--- src/design/fgtm_pkg.sv ---
// Package: shared types, codes and constants of the single-precision matrix multiply block.
`timescale 1ns / 1ps
`default_nettype none
package fgtm_pkg;

    // Item modes.
    localparam logic [2:0] MODE_LOAD_A  = 3'd0;
    localparam logic [2:0] MODE_LOAD_B  = 3'd1;
    localparam logic [2:0] MODE_LOAD_C  = 3'd2;
    localparam logic [2:0] MODE_COMPUTE = 3'd3;
    localparam logic [2:0] MODE_READ_C  = 3'd4;

    // Configuration register indexes.
    localparam logic [2:0] CFG_ROWS_M      = 3'd0;
    localparam logic [2:0] CFG_COLS_N      = 3'd1;
    localparam logic [2:0] CFG_INNER_K     = 3'd2;
    localparam logic [2:0] CFG_ALPHA_BITS  = 3'd3;
    localparam logic [2:0] CFG_BETA_BITS   = 3'd4;
    localparam logic [2:0] CFG_TRANSPOSE_A = 3'd5;
    localparam logic [2:0] CFG_TRANSPOSE_B = 3'd6;

    localparam logic [31:0] FP_DEFAULT_NAN = 32'hFFC0_0000;
    localparam logic [31:0] FP_QUIET_BIT   = 32'h0040_0000;

    typedef struct packed {
        logic [2:0]  mode;
        logic [3:0]  row_index;
        logic [3:0]  col_index;
        logic [31:0] element_value;
    } in_item_t;

    typedef struct packed {
        logic [3:0]  result_row;
        logic [3:0]  result_col;
        logic [31:0] result_value;
    } out_item_t;

    typedef enum logic [1:0] {
        SEL_BETA_C,
        SEL_ALPHA_A,
        SEL_SCALED_B,
        SEL_ACC_PROD
    } fpu_sel_t;

    typedef enum logic [3:0] {
        ST_IDLE,
        ST_READ,
        ST_C_FETCH,
        ST_SCALE_GO,
        ST_SCALE_WAIT,
        ST_AB_FETCH,
        ST_MUL1_GO,
        ST_MUL1_WAIT,
        ST_MUL2_GO,
        ST_MUL2_WAIT,
        ST_ADD_GO,
        ST_ADD_WAIT,
        ST_C_STORE
    } ctrl_state_t;

    typedef struct packed {
        logic     load_a;
        logic     load_b;
        logic     load_c;
        logic     read_c;
        logic     out_load;
        logic     rd_c;
        logic     rd_ab;
        logic     fpu_start;
        fpu_sel_t fpu_sel;
        logic     c_write;
        logic [3:0] r;
        logic [3:0] c;
        logic [3:0] k;
    } dp_cmd_t;

    typedef struct packed {
        logic fpu_done;
        logic out_busy;
    } dp_stat_t;

    typedef struct packed {
        logic [3:0] m_last;
        logic [3:0] n_last;
        logic [3:0] k_last;
    } dims_t;

    typedef struct packed {
        logic [31:0] alpha;
        logic [31:0] beta;
        logic        ta;
        logic        tb;
    } dp_cfg_t;

endpackage
`default_nettype wire

--- src/design/fgtm_controller.sv ---
// Controller: state machine that sequences requests and the multiply-accumulate loops.
`timescale 1ns / 1ps
`default_nettype none
module fgtm_controller
    import fgtm_pkg::*;
(
    input  wire logic      aclk,
    input  wire logic      aresetn,
    input  wire logic      s_valid,
    input  wire in_item_t  s_data,
    output logic           s_ready,
    input  wire dims_t     dims,
    input  wire dp_stat_t  stat,
    output dp_cmd_t        cmd
);

    ctrl_state_t state_reg, state_next;
    logic [3:0]  r_reg, r_next, c_reg, c_next, k_reg, k_next;

    always_ff @(posedge aclk) begin
        if (!aresetn) begin
            state_reg <= ST_IDLE;
            r_reg     <= 4'd0;
            c_reg     <= 4'd0;
            k_reg     <= 4'd0;
        end else begin
            state_reg <= state_next;
            r_reg     <= r_next;
            c_reg     <= c_next;
            k_reg     <= k_next;
        end
    end

    always_comb begin
        state_next    = state_reg;
        r_next        = r_reg;
        c_next        = c_reg;
        k_next        = k_reg;
        s_ready       = 1'b0;
        cmd           = '0;
        cmd.fpu_sel   = SEL_BETA_C;
        cmd.r         = r_reg;
        cmd.c         = c_reg;
        cmd.k         = k_reg;
        case (state_reg)
            ST_IDLE: begin
                s_ready = 1'b1;
                if (s_valid) begin
                    case (s_data.mode)
                        MODE_LOAD_A:  cmd.load_a = 1'b1;
                        MODE_LOAD_B:  cmd.load_b = 1'b1;
                        MODE_LOAD_C:  cmd.load_c = 1'b1;
                        MODE_COMPUTE: state_next = ST_C_FETCH;
                        MODE_READ_C: begin
                            cmd.read_c = 1'b1;
                            state_next = ST_READ;
                        end
                        default: ;
                    endcase
                end
            end
            ST_READ: begin
                if (!stat.out_busy) begin
                    cmd.out_load = 1'b1;
                    state_next   = ST_IDLE;
                end
            end
            ST_C_FETCH: begin
                cmd.rd_c   = 1'b1;
                state_next = ST_SCALE_GO;
            end
            ST_SCALE_GO: begin
                cmd.fpu_start = 1'b1;
                state_next    = ST_SCALE_WAIT;
            end
            ST_SCALE_WAIT: begin
                if (stat.fpu_done) begin
                    state_next = ST_AB_FETCH;
                end
            end
            ST_AB_FETCH: begin
                cmd.rd_ab  = 1'b1;
                state_next = ST_MUL1_GO;
            end
            ST_MUL1_GO: begin
                cmd.fpu_sel   = SEL_ALPHA_A;
                cmd.fpu_start = 1'b1;
                state_next    = ST_MUL1_WAIT;
            end
            ST_MUL1_WAIT: begin
                cmd.fpu_sel = SEL_ALPHA_A;
                if (stat.fpu_done) begin
                    state_next = ST_MUL2_GO;
                end
            end
            ST_MUL2_GO: begin
                cmd.fpu_sel   = SEL_SCALED_B;
                cmd.fpu_start = 1'b1;
                state_next    = ST_MUL2_WAIT;
            end
            ST_MUL2_WAIT: begin
                cmd.fpu_sel = SEL_SCALED_B;
                if (stat.fpu_done) begin
                    state_next = ST_ADD_GO;
                end
            end
            ST_ADD_GO: begin
                cmd.fpu_sel   = SEL_ACC_PROD;
                cmd.fpu_start = 1'b1;
                state_next    = ST_ADD_WAIT;
            end
            ST_ADD_WAIT: begin
                cmd.fpu_sel = SEL_ACC_PROD;
                if (stat.fpu_done) begin
                    if (k_reg == dims.k_last) begin
                        state_next = ST_C_STORE;
                    end else begin
                        k_next     = k_reg + 4'd1;
                        state_next = ST_AB_FETCH;
                    end
                end
            end
            ST_C_STORE: begin
                cmd.c_write = 1'b1;
                k_next      = 4'd0;
                if (c_reg != dims.n_last) begin
                    c_next     = c_reg + 4'd1;
                    state_next = ST_C_FETCH;
                end else if (r_reg != dims.m_last) begin
                    c_next     = 4'd0;
                    r_next     = r_reg + 4'd1;
                    state_next = ST_C_FETCH;
                end else begin
                    c_next     = 4'd0;
                    r_next     = 4'd0;
                    state_next = ST_IDLE;
                end
            end
            default: state_next = ST_IDLE;
        endcase
    end

    // The arithmetic unit only reports completion while a wait state expects it.
    a_done_in_wait: assert property (@(posedge aclk) disable iff (!aresetn)
        stat.fpu_done |-> (state_reg == ST_SCALE_WAIT || state_reg == ST_MUL1_WAIT ||
                           state_reg == ST_MUL2_WAIT || state_reg == ST_ADD_WAIT))
        else $error("arithmetic result arrived outside a wait state");

    // Loop counters stay within the configured dimensions.
    a_counters_bounded: assert property (@(posedge aclk) disable iff (!aresetn)
        (state_reg != ST_IDLE && state_reg != ST_READ) |->
            (r_reg <= dims.m_last && c_reg <= dims.n_last && k_reg <= dims.k_last))
        else $error("loop counter beyond its dimension");

    // An element of C is written back only once the whole inner sum is done.
    a_store_after_sum: assert property (@(posedge aclk) disable iff (!aresetn)
        (state_reg == ST_C_STORE) |-> (k_reg == dims.k_last && $past(state_reg) == ST_ADD_WAIT))
        else $error("C written back before the inner sum finished");

endmodule
`default_nettype wire

--- config.mk ---
export PLATFORM = sky130hd
export DESIGN_NAME = fgtm_controller
export DESIGN_NICKNAME = d
export VERILOG_FILES = /design/src/design/fgtm_pkg.sv /design/src/design/fgtm_controller.sv
export SDC_FILE = /design/constraint.sdc
export NUM_CORES = 1
export LEC_CHECK = 0
export ABC_AREA = 1
export BUFFER_PORTS_ARGS = -buffer_cell sky130_fd_sc_hd__buf_2
export CORE_ASPECT_RATIO = 0.6
export CORE_UTILIZATION = 41
export DETAILED_ROUTE_END_ITERATION = 7
export PLACE_DENSITY_LB_ADDON = 0.15
export SLEW_MARGIN = 20
export SYNTH_ARGS = -nofsm -noshare
export SYNTH_HDL_FRONTEND = slang
export SYNTH_SLANG_ARGS = --single-unit
--- constraint.sdc ---
create_clock -name aclk -period 1.9 [get_ports aclk]
set_clock_uncertainty 0.05 [all_clocks]
set_input_delay 0.38 -clock aclk [delete_from_list [all_inputs] [get_ports aclk]]
set_output_delay 0.38 -clock aclk [all_outputs]
set_load 0.01 [all_outputs]
==> flow_metrics.py <==
metrics = {
    "outcome": {
        "status": "complete, no violations",
    },
    "floorplanning": {
        "die-area_um2": 3290,
        "fp-row-count": 15,
        "dieHeight_um": 44.8,
        "fp.dieW_um": 73.4,
        "coreArea_um2": 2890,
        "floorplan.initialDensity_pct": 43.4,
        "io_pins": 84,
    },
    "setup_path": {
        "cp-end-kind": "output pin",
        "start_kind": "register",
        "arrival_ns": 1.37,
        "crit_type": "reg2out",
        "required_ns": 1.47,
        "path_max_fanout": 4,
    },
    "timing": {
        "fmax_mhz": 556,
        "setup_viol": 0,
        "hold_viol": 0,
        "tns_ns": 0,
        "period_share_pct": 94.6,
        "grt_setup_unrepaired": "false",
        "slew_headroom_pct": 75.3,
        "worst_pin_slew_ns": 0.370,
        "timing.hold.ws_ns": 0.310,
        "slew_violations": 0,
        "fin_crit_ns": 1.80,
    },
    "yosys": {
        "synth_top_family_by_area": "simple AND/OR/NAND/NOR gates",
        "syn_inst": 192,
        "synth_adder_area_share_pct": 2.99,
        "synth_xor_area_share_pct": 9.78,
        "muxShareOfSynthArea_pct": 0.898,
        "syn-num-nets": 255,
        "ys_async_sr_fraction_pct": 0,
        "synth_compound_area_share_pct": 11.4,
        "yosysWarnings": 0,
        "synth_area_um2": 1250,
        "synth_flop_cell": "dfxtp_1",
        "synth_edf_count": 0,
        "ys_ff_latch": 16,
        "yosysSeqAreaShare_pct": 25.5,
        "yosys.area_share.simple_pct": 40.5,
        "avgSynthCellArea_um2": 6.53,
        "synth_cell_types": 28,
    },
    "global_route": {
        "grt_pass1_vias": 962,
        "grt-ovfl-total": 0,
        "grt_start_max_net_pins": 12,
        "track_usage_pct": 17.1,
        "grt_pass1_wl_um": 4240,
        "antenna_found_initial": 0,
    },
    "power": {
        "total_leakage_power_nw": 0.869,
        "p_switching_w": 0.000433,
        "ir_drop_mv": 0.378,
        "pwr_density_cell_nw_per_um2": 721,
        "swShare_pct": 36.0,
        "clkPwrFrac_pct": 25.3,
        "power.internal_w": 0.000770,
        "p_seq_share_pct": 31.0,
        "p_total_w": 0.00120,
        "p_comb_share_pct": 43.7,
    },
    "clocking": {
        "cts_tree": "built",
        "clock_sinks": 16,
        "insertion_delay_ns": 0.25,
        "numCtsBuffers": 3,
        "cts_buffer_depth": 2,
        "htreeDepth": 1,
        "clk_pin_slew_ns": 0.06,
        "cts_root_buf": "clkbuf_8",
    },
    "drt": {
        "dr.first_iter.drc_count": 33,
        "drc_errors": 0,
        "antenna_left": 0,
        "vias_per_cell": 4.60,
        "dr.pass1.iters": 4,
        "wl_per_cell_um": 9.69,
        "route.vias.total": 1334,
        "postRouteWirelength_um": 2810,
    },
    "cells_and_area": {
        "finalNetCount": 312,
        "drive_above_1_share_pct": 31.0,
        "fin_area_um2": 1670,
        "diodes": 0,
        "syn_to_final_growth_pct": 33.0,
        "fillers": 307,
    },
    "placement": {
        "numPortBuffers": 43,
        "place_area_um2": 1550,
        "dpl.hpwl_um": 2200,
        "gp_congestion": 0.801,
    },
    "min_path": {
        "hp-class": "in2reg",
    },
    "run": {
        "cap_violations": 0,
    },
}
-- power by group through the flow --
stage	clock network [W]	logic, W	registers, W
2_1_floorplan	0	0.000310	0.000380
3_3_place_gp	0	0.000435	0.000382
3_5_place_dp	0	0.000435	0.000382
4_1_cts	0.000312	0.000438	0.000378
5_1_grt	0.000333	0.000575	0.000374
6_report	0.000304	0.000526	0.000373
-- worst paths after layout --
| check | startpoint | end | slack [ns] | depth (start not counted) |
|---|---|---|---|---|
| setup / recovery | state_reg[2] | cmd[19] | 0.10 | 7 |
| hold / removal | aresetn | state_reg[2] | 0.31 | 3 |
| setup reg to reg | state_reg[1] | state_reg[0] | 0.33 | 10 |
| hold reg to reg | c_reg[1] | c_reg[1] | 0.48 | 2 |
-- synthesized netlist by cell type (3+ instances only) --
library cell	count	share of area, %
nand2_1	52	16
inv_1	25	7.5
nor2_1	21	6.3
dfxtp_1	16	26
a21oi_1	13	5.2
nand3_1	12	4.8
xor2_1	9	6.3
xnor2_1	5	3.5
nand4_1	4	2.0
nor2_4	4	3.6
ha_1	3	3.0
nand2_2	3	1.5
nor3_1	3	1.2
o21ai_0	3	1.2
o21ai_1	3	1.2
-- metrics by stage --
step                      instances  util (%)  setup WS [ns]
after global placement          280      53.5          0.218
final                           290      57.7          0.102
after global routing            290      57.7        0.00327
after detailed placement        280      53.5          0.226
after CTS                       284      55.7         0.0205
after floorplan                 192         -          0.265
-- area by class of cell --
class	count	area, µm²	area share, %
timing repair buffer	53	290	17.4
tap	42	52.6	3.15
sequential	16	324	19.4
multi-input combinational	147	838	50.3
clock buffer	4	55.1	3.30
inverter	28	108	6.45
-- cells in the final DEF (no fill, tap or decap) --
master / netlist / final
nand2_4: 1 / 1
buf_4: 0 / 10
a21oi_1: 13 / 13
o21ai_0: 3 / 3
dfxtp_4: 0 / 1
dfxtp_1: 16 / 15
o21ai_1: 3 / 3
inv_4: 1 / 1
inv_2: 2 / 2
nor4_1: 2 / 1
a31oi_1: 1 / 1
nor4_2: 0 / 1
nand2_1: 52 / 52
nand4_1: 4 / 4
nor2_8: 2 / 2
mux2_2: 1 / 1
nor3_1: 3 / 2
nor2_1: 21 / 21
a21o_1: 1 / 1
nand3_1: 12 / 12
o221ai_1: 1 / 1
o21ai_2: 1 / 1
nand2_2: 3 / 3
nor2_4: 4 / 5
o21ai_4: 1 / 1
clkbuf_8: 0 / 4
xor2_1: 9 / 9
ha_1: 3 / 3
inv_1: 25 / 25
buf_2: 0 / 43
nor3_2: 0 / 1
xnor2_1: 5 / 5
-- critical path, cell delays in order (launching register included) --
cell     delay (ns)
dfxtp_4        0.36
nor2_4         0.13
inv_2          0.07
nor2_4         0.11
buf_4          0.13
nand2_1        0.08
nor2_1         0.11
buf_2          0.13
-- layer usage --
| metal | part of all wire, % | GRT usage (%) |
|---|---|---|
| met1 | 55 | 25.7 |
| met2 | 39 | 23.7 |
| met3 | 5.8 | 5.36 |
| met4 | 0.14 | 3.46 |
| met5 | 0 | 0 |
-- cells by family (layout without fill, tap and decap cells) --
family	Yosys count	count (layout)
flip-flops	16	16
AND/OR/NAND/NOR	105	105
multiplexers	1	1
buffers and inverters	29	85
AO/OA/AOI/OAI	24	24
adder cells (fa/ha/maj)	3	3
XOR/XNOR	14	14
-- timing repair --
action | 4_1_cts | 5_1_grt
gates resized for setup | 2 | 3
pin swaps | 0 | 3
hold buffers | 0 | 0
buffers inserted | 0 | 6
endpoints found under the setup margin | 3 | 3
No activity file was read; power rests on OpenSTA's default activity.
